[config.mk]
export PLATFORM = sky130hd
export DESIGN_NAME = box_blur_3x3_edge_average_top
export DESIGN_NICKNAME = d
export VERILOG_FILES = /design/src/hw/rtl/bb3_pkg.sv /design/src/hw/rtl/bb3_line_store.sv /design/src/hw/rtl/bb3_mean.sv /design/src/hw/rtl/box_blur_3x3_edge_average_top.sv
export VERILOG_INCLUDE_DIRS = /design/src /design/src/hw/rtl
export SDC_FILE = /design/constraint.sdc
export NUM_CORES = 1
export LEC_CHECK = 0
export BUFFER_PORTS_ARGS = -buffer_cell sky130_fd_sc_hd__buf_2
export CELL_PAD_IN_SITES_DETAIL_PLACEMENT = 1
export CELL_PAD_IN_SITES_GLOBAL_PLACEMENT = 1
export CORE_MARGIN = 1
export CORE_UTILIZATION = 53
export DETAILED_ROUTE_END_ITERATION = 16
export GPL_ROUTABILITY_DRIVEN = 0
export HOLD_SLACK_MARGIN = 0.12
export PLACE_DENSITY_LB_ADDON = 0.2
export SLEW_MARGIN = 10
export SYNTH_ARGS = -nofsm -noshare
export SYNTH_HDL_FRONTEND = slang
export SYNTH_SLANG_ARGS = --single-unit
[constraint.sdc]
create_clock -name clk_i -period 8.6 [get_ports clk_i]
set_input_delay 0.43 -clock clk_i [delete_from_list [all_inputs] [get_ports clk_i]]
set_output_delay 0.43 -clock clk_i [all_outputs]
set_load 0.02 [all_outputs]
[src/hw/rtl/box_blur_3x3_edge_average_top_macros.svh]
// ----------------------------------------------------------------------------
// Box blur assertion macros
// Shorthand for the clocked, reset-qualified checks used in the RTL.
// ----------------------------------------------------------------------------
`ifndef BOX_BLUR_3X3_EDGE_AVERAGE_TOP_MACROS_SVH
`define BOX_BLUR_3X3_EDGE_AVERAGE_TOP_MACROS_SVH

// Consequent must hold in the same cycle as the antecedent.
`define BB3_ASSERT_SAME(lbl, ante, cons) \
  lbl: assert property (@(posedge clk_i) disable iff (!rst_ni) (ante) |-> (cons)) \
    else $error("box blur assertion failed");

// Consequent must hold in the cycle after the antecedent.
`define BB3_ASSERT_NEXT(lbl, ante, cons) \
  lbl: assert property (@(posedge clk_i) disable iff (!rst_ni) (ante) |=> (cons)) \
    else $error("box blur assertion failed");

`endif

[src/hw/rtl/bb3_pkg.sv]
// ----------------------------------------------------------------------------
// Box blur package
// Shared widths, configuration codes, divisor codes and line store request.
// ----------------------------------------------------------------------------
package bb3_pkg;

  localparam int MaxWidth = 32;
  localparam int ColW     = $clog2(MaxWidth);
  localparam int PixW     = 8;
  localparam int ColSumW  = 10;
  localparam int SumW     = 12;
  localparam int WidthW   = 6;
  localparam int HeightW  = 12;
  localparam int CfgIdxW  = 2;
  localparam int CfgDataW = 12;

  localparam logic [CfgIdxW-1:0] CfgImageWidth  = 2'd0;
  localparam logic [CfgIdxW-1:0] CfgImageHeight = 2'd1;

  localparam logic [WidthW-1:0]  WidthReset  = 6'd32;
  localparam logic [HeightW-1:0] HeightReset = 12'd32;

  // Reciprocals for division by 6 and 9, exact for sums below 3277.
  localparam int          RecipShift = 14;
  localparam logic [11:0] Recip6     = 12'd2731;
  localparam logic [11:0] Recip9     = 12'd1821;

  // Number of neighbors that went into a sum.
  typedef enum logic [1:0] {
    DIV4,
    DIV6,
    DIV9
  } div_e;

  typedef struct packed {
    logic            rd_en;
    logic [ColW-1:0] rd_addr;
    logic            wr_en;
    logic [ColW-1:0] wr_addr;
    logic [PixW-1:0] wr_older;
    logic [PixW-1:0] wr_newer;
  } ls_req_t;

endpackage

[src/hw/rtl/bb3_line_store.sv]
// ----------------------------------------------------------------------------
// Box blur line store
// Two row memories sharing one address pair, with registered read data.
// ----------------------------------------------------------------------------
module bb3_line_store (
  input  logic                    clk_i,
  input  bb3_pkg::ls_req_t        req_i,
  output logic [bb3_pkg::PixW-1:0] older_o,
  output logic [bb3_pkg::PixW-1:0] newer_o
);

  logic [bb3_pkg::PixW-1:0] older_mem_q [bb3_pkg::MaxWidth];
  logic [bb3_pkg::PixW-1:0] newer_mem_q [bb3_pkg::MaxWidth];
  logic [bb3_pkg::PixW-1:0] older_rd_q;
  logic [bb3_pkg::PixW-1:0] newer_rd_q;

  always_ff @(posedge clk_i) begin
    if (req_i.wr_en) begin
      older_mem_q[req_i.wr_addr] <= req_i.wr_older;
      newer_mem_q[req_i.wr_addr] <= req_i.wr_newer;
    end
    if (req_i.rd_en) begin
      older_rd_q <= older_mem_q[req_i.rd_addr];
      newer_rd_q <= newer_mem_q[req_i.rd_addr];
    end
  end

  assign older_o = older_rd_q;
  assign newer_o = newer_rd_q;

endmodule

[src/hw/rtl/bb3_mean.sv]
// ----------------------------------------------------------------------------
// Box blur mean unit
// Divides a neighborhood sum by 4, 6 or 9 with a shift or a reciprocal.
// ----------------------------------------------------------------------------
module bb3_mean (
  input  logic [bb3_pkg::SumW-1:0] sum_i,
  input  bb3_pkg::div_e            div_i,
  output logic [bb3_pkg::PixW-1:0] mean_o
);

  logic [11:0]                 recip;
  logic [bb3_pkg::SumW+11:0]   prod;

  always_comb begin
    recip = (div_i == bb3_pkg::DIV9) ? bb3_pkg::Recip9 : bb3_pkg::Recip6;
    prod  = {12'd0, sum_i} * {{bb3_pkg::SumW{1'b0}}, recip};
    case (div_i)
      bb3_pkg::DIV4: mean_o = sum_i[bb3_pkg::PixW+1:2];
      bb3_pkg::DIV6,
      bb3_pkg::DIV9: mean_o = prod[bb3_pkg::RecipShift +: bb3_pkg::PixW];
      default:       mean_o = sum_i[bb3_pkg::PixW+1:2];
    endcase
  end

endmodule

[src/hw/rtl/box_blur_3x3_edge_average_top.sv]
// ----------------------------------------------------------------------------
// Box blur 3x3 with edge averaging
// Streaming mean filter over the in-image 3x3 neighborhood of each pixel.
// ----------------------------------------------------------------------------
// Pixels enter in raster order, one transfer each, and results leave in raster
// order one row and one column behind. Each pixel passes a calculate state;
// a pixel of a later row past its first column then gives a result from an
// emit state, and the pixel at the end of such a row gives two results from
// two emit states. The last pixel of the image then flushes the final row
// from the line stores. The sequencer uses the single read port of the line
// stores and the single output register in turn, taking a new pixel only when
// idle; stalls on the output hold it. Writing either register restarts the
// image; the line stores keep their contents.
`include "box_blur_3x3_edge_average_top_macros.svh"

module box_blur_3x3_edge_average_top (
  input  logic                        clk_i,
  input  logic                        rst_ni,
  // Configuration write port
  input  logic                        cfg_we_i,
  input  logic [bb3_pkg::CfgIdxW-1:0] cfg_index_i,
  input  logic [bb3_pkg::CfgDataW-1:0] cfg_data_i,
  // Pixel input
  input  logic                        s_axis_tvalid_i,
  output logic                        s_axis_tready_o,
  input  logic [7:0]                  s_axis_tdata_i,   // [7:0] pixel
  // Result output
  output logic                        m_axis_tvalid_o,
  input  logic                        m_axis_tready_i,
  output logic [7:0]                  m_axis_tdata_o,   // [7:0] smoothed
  output logic                        m_axis_tlast_o,   // last_of_run
  output logic                        m_axis_tuser_o    // [0] end_of_image
);

  typedef enum logic [2:0] {
    S_IDLE,
    S_CALC,
    S_EMIT_A,
    S_EMIT_B,
    S_FL_READ,
    S_FL_DATA,
    S_FL_EMIT,
    S_FL_TAIL
  } state_e;

  state_e                          state_q;
  logic [bb3_pkg::WidthW-1:0]      width_q;
  logic [bb3_pkg::HeightW-1:0]     height_q;
  logic [bb3_pkg::HeightW-1:0]     row_q;
  logic [bb3_pkg::ColW-1:0]        col_q;
  logic [bb3_pkg::ColW-1:0]        fl_k_q;
  logic [bb3_pkg::PixW-1:0]        pix_q;
  logic [bb3_pkg::ColSumW-1:0]     one_back_q;
  logic [bb3_pkg::ColSumW-1:0]     two_back_q;
  logic [bb3_pkg::PixW:0]          win0_q;
  logic [bb3_pkg::PixW:0]          win1_q;
  logic [bb3_pkg::SumW-1:0]        sum_a_q;
  bb3_pkg::div_e                   div_a_q;
  logic [bb3_pkg::SumW-1:0]        sum_b_q;
  bb3_pkg::div_e                   div_b_q;
  logic                            has_b_q;
  logic                            flush_q;
  logic                            out_valid_q;
  logic [bb3_pkg::PixW-1:0]        out_data_q;
  logic                            out_last_q;
  logic                            out_eoi_q;

  logic [bb3_pkg::ColW-1:0]        w_last;
  logic [bb3_pkg::HeightW-1:0]     h_eff;
  logic [bb3_pkg::ColW-1:0]        c_eff;
  logic                            in_accept;
  logic                            out_free;
  logic                            rows3;
  logic                            row_end;
  logic                            last_row;
  logic [bb3_pkg::ColSumW-1:0]     col_sum;
  logic [bb3_pkg::SumW-1:0]        calc_sum_a;
  logic [bb3_pkg::SumW-1:0]        calc_sum_b;
  logic [bb3_pkg::PixW:0]          fl_col;
  logic [bb3_pkg::SumW-1:0]        fl_sum;
  logic [bb3_pkg::SumW-1:0]        mean_sum;
  bb3_pkg::div_e                   mean_div;
  logic [bb3_pkg::PixW-1:0]        mean;
  logic [bb3_pkg::PixW-1:0]        older_rd;
  logic [bb3_pkg::PixW-1:0]        newer_rd;
  bb3_pkg::ls_req_t                ls_req;

  // Effective image size: width clamped to 2..MaxWidth, height at least 2.
  always_comb begin
    if (width_q < 6'd2) begin
      w_last = bb3_pkg::ColW'(1);
    end else if (width_q > bb3_pkg::WidthW'(bb3_pkg::MaxWidth)) begin
      w_last = bb3_pkg::ColW'(bb3_pkg::MaxWidth - 1);
    end else begin
      w_last = bb3_pkg::ColW'(width_q - 6'd1);
    end
    h_eff = (height_q < 12'd2) ? 12'd2 : height_q;
    c_eff = (col_q > w_last) ? w_last : col_q;
  end

  assign in_accept       = s_axis_tvalid_i && s_axis_tready_o;
  assign s_axis_tready_o = (state_q == S_IDLE);
  assign out_free        = !out_valid_q || m_axis_tready_i;

  // Column sums for the pixel being processed and for the flush pass.
  always_comb begin
    rows3      = (row_q >= 12'd2);
    row_end    = (col_q == w_last);
    last_row   = (row_q >= h_eff - 12'd1);
    col_sum    = {2'd0, newer_rd} + {2'd0, pix_q} + (rows3 ? {2'd0, older_rd} : 10'd0);
    calc_sum_a = ((col_q >= bb3_pkg::ColW'(2)) ? {2'd0, two_back_q} : 12'd0)
               + {2'd0, one_back_q} + {2'd0, col_sum};
    calc_sum_b = {2'd0, one_back_q} + {2'd0, col_sum};
    fl_col     = {1'b0, older_rd} + {1'b0, newer_rd};
    fl_sum     = ((fl_k_q >= bb3_pkg::ColW'(2)) ? {3'd0, win1_q} : 12'd0)
               + {3'd0, win0_q} + {3'd0, fl_col};
  end

  always_comb begin
    ls_req          = '0;
    ls_req.rd_en    = in_accept || (state_q == S_FL_READ);
    ls_req.rd_addr  = (state_q == S_FL_READ) ? fl_k_q : c_eff;
    ls_req.wr_en    = (state_q == S_CALC);
    ls_req.wr_addr  = col_q;
    ls_req.wr_older = newer_rd;
    ls_req.wr_newer = pix_q;
  end

  bb3_line_store u_line_store (
    .clk_i   (clk_i),
    .req_i   (ls_req),
    .older_o (older_rd),
    .newer_o (newer_rd)
  );

  assign mean_sum = (state_q == S_EMIT_B) ? sum_b_q : sum_a_q;
  assign mean_div = (state_q == S_EMIT_B) ? div_b_q : div_a_q;

  bb3_mean u_mean (
    .sum_i  (mean_sum),
    .div_i  (mean_div),
    .mean_o (mean)
  );

  always_ff @(posedge clk_i or negedge rst_ni) begin
    if (!rst_ni) begin
      state_q     <= S_IDLE;
      width_q     <= bb3_pkg::WidthReset;
      height_q    <= bb3_pkg::HeightReset;
      row_q       <= '0;
      col_q       <= '0;
      fl_k_q      <= '0;
      pix_q       <= '0;
      one_back_q  <= '0;
      two_back_q  <= '0;
      win0_q      <= '0;
      win1_q      <= '0;
      sum_a_q     <= '0;
      div_a_q     <= bb3_pkg::DIV4;
      sum_b_q     <= '0;
      div_b_q     <= bb3_pkg::DIV4;
      has_b_q     <= 1'b0;
      flush_q     <= 1'b0;
      out_valid_q <= 1'b0;
      out_data_q  <= '0;
      out_last_q  <= 1'b0;
      out_eoi_q   <= 1'b0;
    end else begin
      if (out_valid_q && m_axis_tready_i) begin
        out_valid_q <= 1'b0;
      end

      case (state_q)
        S_IDLE: begin
          if (in_accept) begin
            pix_q   <= s_axis_tdata_i;
            col_q   <= c_eff;
            state_q <= S_CALC;
          end
        end

        S_CALC: begin
          sum_a_q    <= calc_sum_a;
          if (col_q >= bb3_pkg::ColW'(2)) begin
            div_a_q <= rows3 ? bb3_pkg::DIV9 : bb3_pkg::DIV6;
          end else begin
            div_a_q <= rows3 ? bb3_pkg::DIV6 : bb3_pkg::DIV4;
          end
          sum_b_q    <= calc_sum_b;
          div_b_q    <= rows3 ? bb3_pkg::DIV6 : bb3_pkg::DIV4;
          has_b_q    <= row_end;
          flush_q    <= row_end && last_row;
          two_back_q <= one_back_q;
          one_back_q <= col_sum;
          if (row_end) begin
            col_q <= '0;
            row_q <= last_row ? 12'd0 : row_q + 12'd1;
          end else begin
            col_q <= col_q + bb3_pkg::ColW'(1);
          end
          // A pixel of a later row at column one or beyond gives a result.
          if ((row_q != 12'd0) && (col_q != '0)) begin
            state_q <= S_EMIT_A;
          end else begin
            state_q <= S_IDLE;
          end
        end

        S_EMIT_A: begin
          if (out_free) begin
            out_valid_q <= 1'b1;
            out_data_q  <= mean;
            out_last_q  <= !has_b_q;
            out_eoi_q   <= 1'b0;
            state_q     <= has_b_q ? S_EMIT_B : S_IDLE;
          end
        end

        S_EMIT_B: begin
          if (out_free) begin
            out_valid_q <= 1'b1;
            out_data_q  <= mean;
            out_last_q  <= !flush_q;
            out_eoi_q   <= 1'b0;
            fl_k_q      <= '0;
            state_q     <= flush_q ? S_FL_READ : S_IDLE;
          end
        end

        S_FL_READ: begin
          state_q <= S_FL_DATA;
        end

        S_FL_DATA: begin
          win0_q <= fl_col;
          win1_q <= win0_q;
          if (fl_k_q == '0) begin
            fl_k_q  <= fl_k_q + bb3_pkg::ColW'(1);
            state_q <= S_FL_READ;
          end else begin
            sum_a_q <= fl_sum;
            div_a_q <= (fl_k_q >= bb3_pkg::ColW'(2)) ? bb3_pkg::DIV6 : bb3_pkg::DIV4;
            state_q <= S_FL_EMIT;
          end
        end

        S_FL_EMIT: begin
          if (out_free) begin
            out_valid_q <= 1'b1;
            out_data_q  <= mean;
            out_last_q  <= 1'b0;
            out_eoi_q   <= 1'b0;
            if (fl_k_q == w_last) begin
              // The rightmost column sees only itself and its left neighbor.
              sum_a_q <= {3'd0, win0_q} + {3'd0, win1_q};
              div_a_q <= bb3_pkg::DIV4;
              state_q <= S_FL_TAIL;
            end else begin
              fl_k_q  <= fl_k_q + bb3_pkg::ColW'(1);
              state_q <= S_FL_READ;
            end
          end
        end

        S_FL_TAIL: begin
          if (out_free) begin
            out_valid_q <= 1'b1;
            out_data_q  <= mean;
            out_last_q  <= 1'b1;
            out_eoi_q   <= 1'b1;
            state_q     <= S_IDLE;
          end
        end

        default: begin
          state_q <= S_IDLE;
        end
      endcase

      // A register write restarts the image.
      if (cfg_we_i) begin
        case (cfg_index_i)
          bb3_pkg::CfgImageWidth: begin
            width_q <= cfg_data_i[bb3_pkg::WidthW-1:0];
            row_q   <= '0;
            col_q   <= '0;
          end
          bb3_pkg::CfgImageHeight: begin
            height_q <= cfg_data_i[bb3_pkg::HeightW-1:0];
            row_q    <= '0;
            col_q    <= '0;
          end
          default: begin
          end
        endcase
      end
    end
  end

  assign m_axis_tvalid_o = out_valid_q;
  assign m_axis_tdata_o  = out_data_q;
  assign m_axis_tlast_o  = out_last_q;
  assign m_axis_tuser_o  = out_eoi_q;

  `BB3_ASSERT_SAME(a_eoi_is_last, m_axis_tvalid_o && m_axis_tuser_o, m_axis_tlast_o)
  `BB3_ASSERT_NEXT(a_one_pixel_in_flight, in_accept, !s_axis_tready_o)
  `BB3_ASSERT_SAME(a_write_in_row, ls_req.wr_en, ls_req.wr_addr <= w_last)
  `BB3_ASSERT_SAME(a_flush_in_row, state_q == S_FL_READ, fl_k_q <= w_last)

endmodule

After elaboration in Yosys (flattened, before gate mapping). Memories as Yosys holds them, arrays and structs flattened. A register that Yosys moved wholly into a read port is not among the register bits. Index checks and enable logic that the tools add are counted.

$add $sub $neg: 14. Multipliers: 1. Div/mod/pow operators: 0. Magnitude comparators: 8. Equality and inequality tests: 22. Shift-type cells: 0. Multiplexer cells: 61. Bitwise gates (word level): 0. Reductions and logical operators: 31.

Operators by type and width (number): 12-bit two-way mux (11); 5-bit two-way mux (12); 12-bit case mux with 3 select lines (1); 3-bit case mux with 8 select lines (1); 10-bit by 10-bit adder with 11-bit output (2); 12-bit by 12-bit multiplier with 22-bit output (1); 9-bit by 9-bit adder with 10-bit output (2); 2-bit two-way mux (10); 8-bit by 8-bit adder with 9-bit output (2); 3-bit two-way mux (6); 8-bit two-way mux (2); 2-bit inequality test (second input constant) (8); 5-bit case mux with 3 select lines (1); 5-bit AND reduction (3); 11-bit by 10-bit adder with 12-bit output (1); 12-bit by 1-bit adder with 12-bit output (second input constant) (1); 3-bit equality test (second input constant) (4); 12-bit >= comparator (1); 12-bit by 2-bit >= comparator with 1-bit output (second input constant) (1); 12-bit by 2-bit < comparator with 1-bit output (second input constant) (1); 12-bit nonzero test (1); 12-bit by 1-bit subtractor with 12-bit output (second input constant) (1); 10-bit by 9-bit adder with 11-bit output (1); 1-bit two-way mux (11); other kinds (35) (52).

Bits in registers: 130. Bits in latches: 0. Bits in writable memories: 512. Bits in read-only memories: 0. Output and inout bits: 12. Logic and storage cells: 160. Memories kept: 2.

Memories: u_line_store.newer_mem_q (words 32, width 8, read ports 1, clocked after memory_dff 1, write ports 1, RTL line bb3_line_store.sv:13) `logic [bb3_pkg::PixW-1:0] newer_mem_q [bb3_pkg::MaxWidth];`; u_line_store.older_mem_q (words 32, width 8, read ports 1, clocked after memory_dff 1, write ports 1, RTL line bb3_line_store.sv:12) `logic [bb3_pkg::PixW-1:0] older_mem_q [bb3_pkg::MaxWidth];`.

Longest topological paths before layout.
Word-level depth: 9. Depth in mapped cells: 28.

Cells and area by module. From an unflattened synthesis, not the netlist that was laid out.

Cells, all modules: 2602. Area, all modules: 33517.1 sq um.

Modules (own cells, without submodules): bb3_line_store (instances 1, cells each 1143, area an instance 20696.1 sq um); box_blur_3x3_edge_average_top (instances 1, cells each 1067, area an instance 9559.2 sq um); bb3_mean (instances 1, cells each 392, area an instance 3261.9 sq um).

Least setup slack after synthesis. No wires, ideal clock.

Kind: flip-flop to flip-flop. Start point: register state_q[1]. End point: register out_data_q (netlist bit m_axis_tdata_o[6]). Setup time: 0.069 ns. Arrival time: 6.537 ns. Required time: 8.531 ns. Slack: 1.995 ns. Cell stages (with the launch flop): 24. Cells stage by stage: dfrtp_1 > buf_4 > nand3b_2 > buf_1 > mux2i_1 > ha_1 > clkbuf_1 > clkbuf_1 > mux2i_1 > ha_1 > fa_1 > fa_1 > inv_1 > fa_1 > inv_1 > fa_1 > ha_1 > a211oi_1 > o21ai_0 > a221o_1 > o31ai_2 > a31oi_1 > or4b_1 > nand3_1.

Cells in the longest elaborated chain, start to end: 6.

RTL lines: start: declaration (RTL line box_blur_3x3_edge_average_top.sv:46) `state_e state_q;`; start signal: assignment (RTL line box_blur_3x3_edge_average_top.sv:215) `state_q <= has_b_q ? S_EMIT_B : S_IDLE;`; start signal: assignment (RTL line box_blur_3x3_edge_average_top.sv:226) `state_q <= flush_q ? S_FL_READ : S_IDLE;`; 3-bit by 2-bit equality test with 1-bit output (RTL line box_blur_3x3_edge_average_top.sv:136, box_blur_3x3_edge_average_top.sv:137, box_blur_3x3_edge_average_top.sv:173); 2-bit two-way mux (RTL line box_blur_3x3_edge_average_top.sv:137) `assign mean_div = (state_q == S_EMIT_B) ? div_b_q : div_a_q;`; 2-bit equality test (RTL line bb3_mean.sv:15, bb3_mean.sv:17); 12-bit two-way mux (RTL line bb3_mean.sv:15) `recip = (div_i == bb3_pkg::DIV9) ? bb3_pkg::Recip9 : bb3_pkg::Recip6;`; 12-bit by 12-bit multiplier with 22-bit output (RTL line bb3_mean.sv:16) `prod = {12'd0, sum_i} * {{bb3_pkg::SumW{1'b0}}, recip};`; 8-bit two-way mux (RTL line bb3_mean.sv:17) `case (div_i)`; end signal: assignment (RTL line box_blur_3x3_edge_average_top.sv:212) `out_data_q <= mean;`; end signal: assignment (RTL line box_blur_3x3_edge_average_top.sv:222) `out_data_q <= mean;`; end signal: assignment (RTL line box_blur_3x3_edge_average_top.sv:250) `out_data_q <= mean;`; end: declaration (RTL line box_blur_3x3_edge_average_top.sv:64) `logic [bb3_pkg::PixW-1:0] out_data_q;`.

Parallel ways exist; a longest one is shown, timed or not. A chain may end at the register's enable or synchronous reset.

Worst setup path after layout.
Start point: register state_q[0]. End point: register out_data_q (netlist bit m_axis_tdata_o[6]).

Same word-level chain as after synthesis.

==> out/qor.csv <==
metric;value;unit
crit-path leading delay family;adder cells;
crit path DAT;8.29;ns
vias in the first global route;22440;
CP cell instances;nand3b_2 > mux2i_1 > ha_1 > nor2_1 > a21oi_1 > ha_1 > fa_1 > inv_1 > fa_1 > inv_1 > fa_1 > inv_1 > fa_1 > inv_1 > ha_1 > nand4b_1 > nor4_1 > a221o_1 > o31ai_2 > a31oi_1 > or4b_1 > nand3_1;
GR met3 Demand/Resource;0.0494;
Synth area leaders;edfxtp_1 49%, dfrtp_1 9.7%, ha_1 5.7%, fa_1 5.4%, mux4_2 4.3%;
drt total wl;87.7;mm
# H-tree levels;3;
Period minus WS final;7.75;ns
cell taking the most area after synthesis;edfxtp_1;
Yosys top cell area share;0.486;
Max-slew headroom;0.171;
# port buffers;38;
Max Freq;0.129;GHz
Die Footprint;0.0625;mm2
unrepaired setup endpoints after global routing;false;
initial DRC count;1672;
antenna violations before repair;3;
Core Area;0.0606;mm2
global route hottest layer;met2;
Bufs and invs on worst path;4;
Max FO, Critical Path;37;
# Post-CTS Setup Buffers;0;
final setup vio count;0;
CP max stage delay;1.01;ns
Die Span Y;250;um
slew at the pin closest to its max-slew limit;1.24;ns
Clock Skews;0.0443;ns
Synthesis Warnings;0;
ys async rst share;0.195;
post-route ant nets;0;
Synth Register Bits;656;
Fin Setup TNS;0;ns
Layout area overhead;11.0;%
Mean Syn Cell Area;13.4;um2
Min-Delay Path Class;input port to register;
clk sink count;656;
fin util;0.598;
vias post-DR;20602;
Req. time, crit path;9.15;ns
WL/cell;26.2;um
Distinct cells, synth;82;
Total GRT Usage;0.287;
max-capacitance violation count;0;
Global Route met2 Usage;0.487;
critical path class;register to register;
number of CTS-inserted buffers;70;
largest net degree at the start of global routing;90;
max-slew violations;0;
final hold viol count;0;
clock buffer depth;3;
status;completed;
Mapped Cells;2432;
Max stage delay cell, worst path;ha_1;
drt first pass iters;7;
Via density;6.14;
Nets;2779;
CTS resizes;0;
initial core utilization;0.538;
global-route wire length before repair;134;mm
period utilization;0.901;
gr ovfl total;0;
cts hold-fix bufs;21;
mapped cell area;0.0326;mm2
cell area after placement;0.0338;mm2
io pins;39;
EDFF count, synth;528;
startpoint types;register;
TritonCTS clock tree;done;
Rows;90;
Synth Flop Type;edfxtp_1;
M1 GR Usage;0.362;
worst skew pair latency;0.65;ns
Die Width;250;um
register area share after synthesis;0.585;
share of cells above drive strength 1;0.137;
endpoint type of the worst setup path;register;
Final Cell Area;0.0362;mm2
Clk pin slew, worst setup/hold paths;0.06;ns
HPWL Detailed;57.1;mm
number of remaining DRC errors;0;
Clock Tree Root;clkbuf_16;
[Yosys cell counts, drive strengths merged, types with 17 or more instances]
cell and instances:
nand2 242, a221oi 21, xnor2 49, ha 149, nand3 70, xor2 25, mux2i 37, dfrtp 126
o2111ai 17, a22oi 21, o21ai 78, o21bai 17, buf 55, nor3 22, a21oi 107, a22o 18
mux4 62, fa 88, o221a 31, inv 220, nor2 107, edfxtp 528, a21o 20, mux2 25
clkbuf 70, o221ai 19
[worst register-to-register path, cell delays in order, from the launching register on]
cell and delay, ns:
dfrtp_1 0.77, nand3b_2 0.54, mux2i_1 0.30, ha_1 1.01, nor2_1 0.18, a21oi_1 0.20, ha_1 0.29, fa_1 0.52
inv_1 0.06, fa_1 0.53, inv_1 0.06, fa_1 0.52, inv_1 0.06, fa_1 0.55, inv_1 0.05, ha_1 0.31
nand4b_1 0.12, nor4_1 0.05, a221o_1 0.46, o31ai_2 0.32, a31oi_1 0.20, or4b_1 0.49, nand3_1 0.09
[path summary, 6_finish.rpt]
path                       cells past startpoint                             to                       from  slack (ns)
max                                           22  m_axis_tdata_o[6]$_DFFE_PN0P_     state_q[0]$_DFFE_PN0P_        0.85
min                                            4             row_q[2]$_DFF_PN0_                   cfg_we_i        0.21
max reg2reg                                   22  m_axis_tdata_o[6]$_DFFE_PN0P_     state_q[0]$_DFFE_PN0P_        0.85
min reg2reg                                    2      two_back_q[9]$_DFFE_PN0P_  two_back_q[9]$_DFFE_PN0P_        0.48
max in group asynchronous                      3      one_back_q[5]$_DFFE_PN0P_                     rst_ni        6.94
min in group asynchronous                      2  m_axis_tdata_o[0]$_DFFE_PN0P_                     rst_ni        0.46
[per-layer routing]
metal,vias up,part of all wire
li1,9111,-
met1,10636,0.40
met2,637,0.50
met3,216,0.058
met4,2,0.044
met5,-,0.00014
[placed cells by master (no fill, tap or decap), types with 49 or more instances in the layout]
cell type / synthesis / routed
a21oi_1: 107 / 107
buf_4: 11 / 67
clkbuf_16: 0 / 71
dfrtp_1: 126 / 126
edfxtp_1: 528 / 528
fa_1: 88 / 88
ha_1: 149 / 149
inv_1: 220 / 220
mux4_2: 62 / 62
nand2_1: 240 / 240
nand3_1: 70 / 68
nor2_1: 107 / 106
o21ai_0: 77 / 77
xnor2_1: 49 / 49
[through the flow]
stage | instances | hold WS, ns | setup slack (ns)
6_report | 3353 | 0.213 | 0.851
5_1_grt | 3353 | 0.253 | 0.424
4_1_cts | 3351 | 0.188 | 0.930
3_5_place_dp | 3204 | 0.463 | 0.985
3_3_place_gp | 3204 | 0.451 | 1.22
2_1_floorplan | 2442 | 0.134 | 1.99
[sequential cells by signal, indices dropped and copies added, names as in the netlist, 9 cells and up]
signal and cells:
two_back_q 10, height_q 12, win0_q 9, one_back_q 10, sum_b_q 11, u_line_store.newer_mem_q 256
sum_a_q 12, row_q 12, win1_q 9, u_line_store.older_mem_q 256
[final cells by class]
class / count / area, um2
Multi-Input combinational cell: 1440 / 12200
Timing Repair Buffer: 126 / 910
Antenna cell: 2 / 5.00
Tap cell: 782 / 978
Fill cell: 5852 / 24400
Clock inverter: 31 / 314
Clock buffer: 95 / 1890
Sequential cell: 656 / 19100
Inverter: 221 / 830
[cell families after synthesis]
| logic type | count (synthesis) | share of synthesized area |
|---|---|---|
| DFF | 656 | 0.585 |
| and+or+nand+nor | 545 | 0.0781 |
| AOI/OAI and AO/OA | 448 | 0.0994 |
| buffers and inverters | 346 | 0.0436 |
| adders and majority gates | 237 | 0.111 |
| muxes | 124 | 0.0628 |
| xor gates and xnor gates | 74 | 0.0199 |
| other | 2 | 0.000230 |
Power is not shown: default switching activity piles up to over one toggle a cycle in this logic, so the estimate is an artifact.
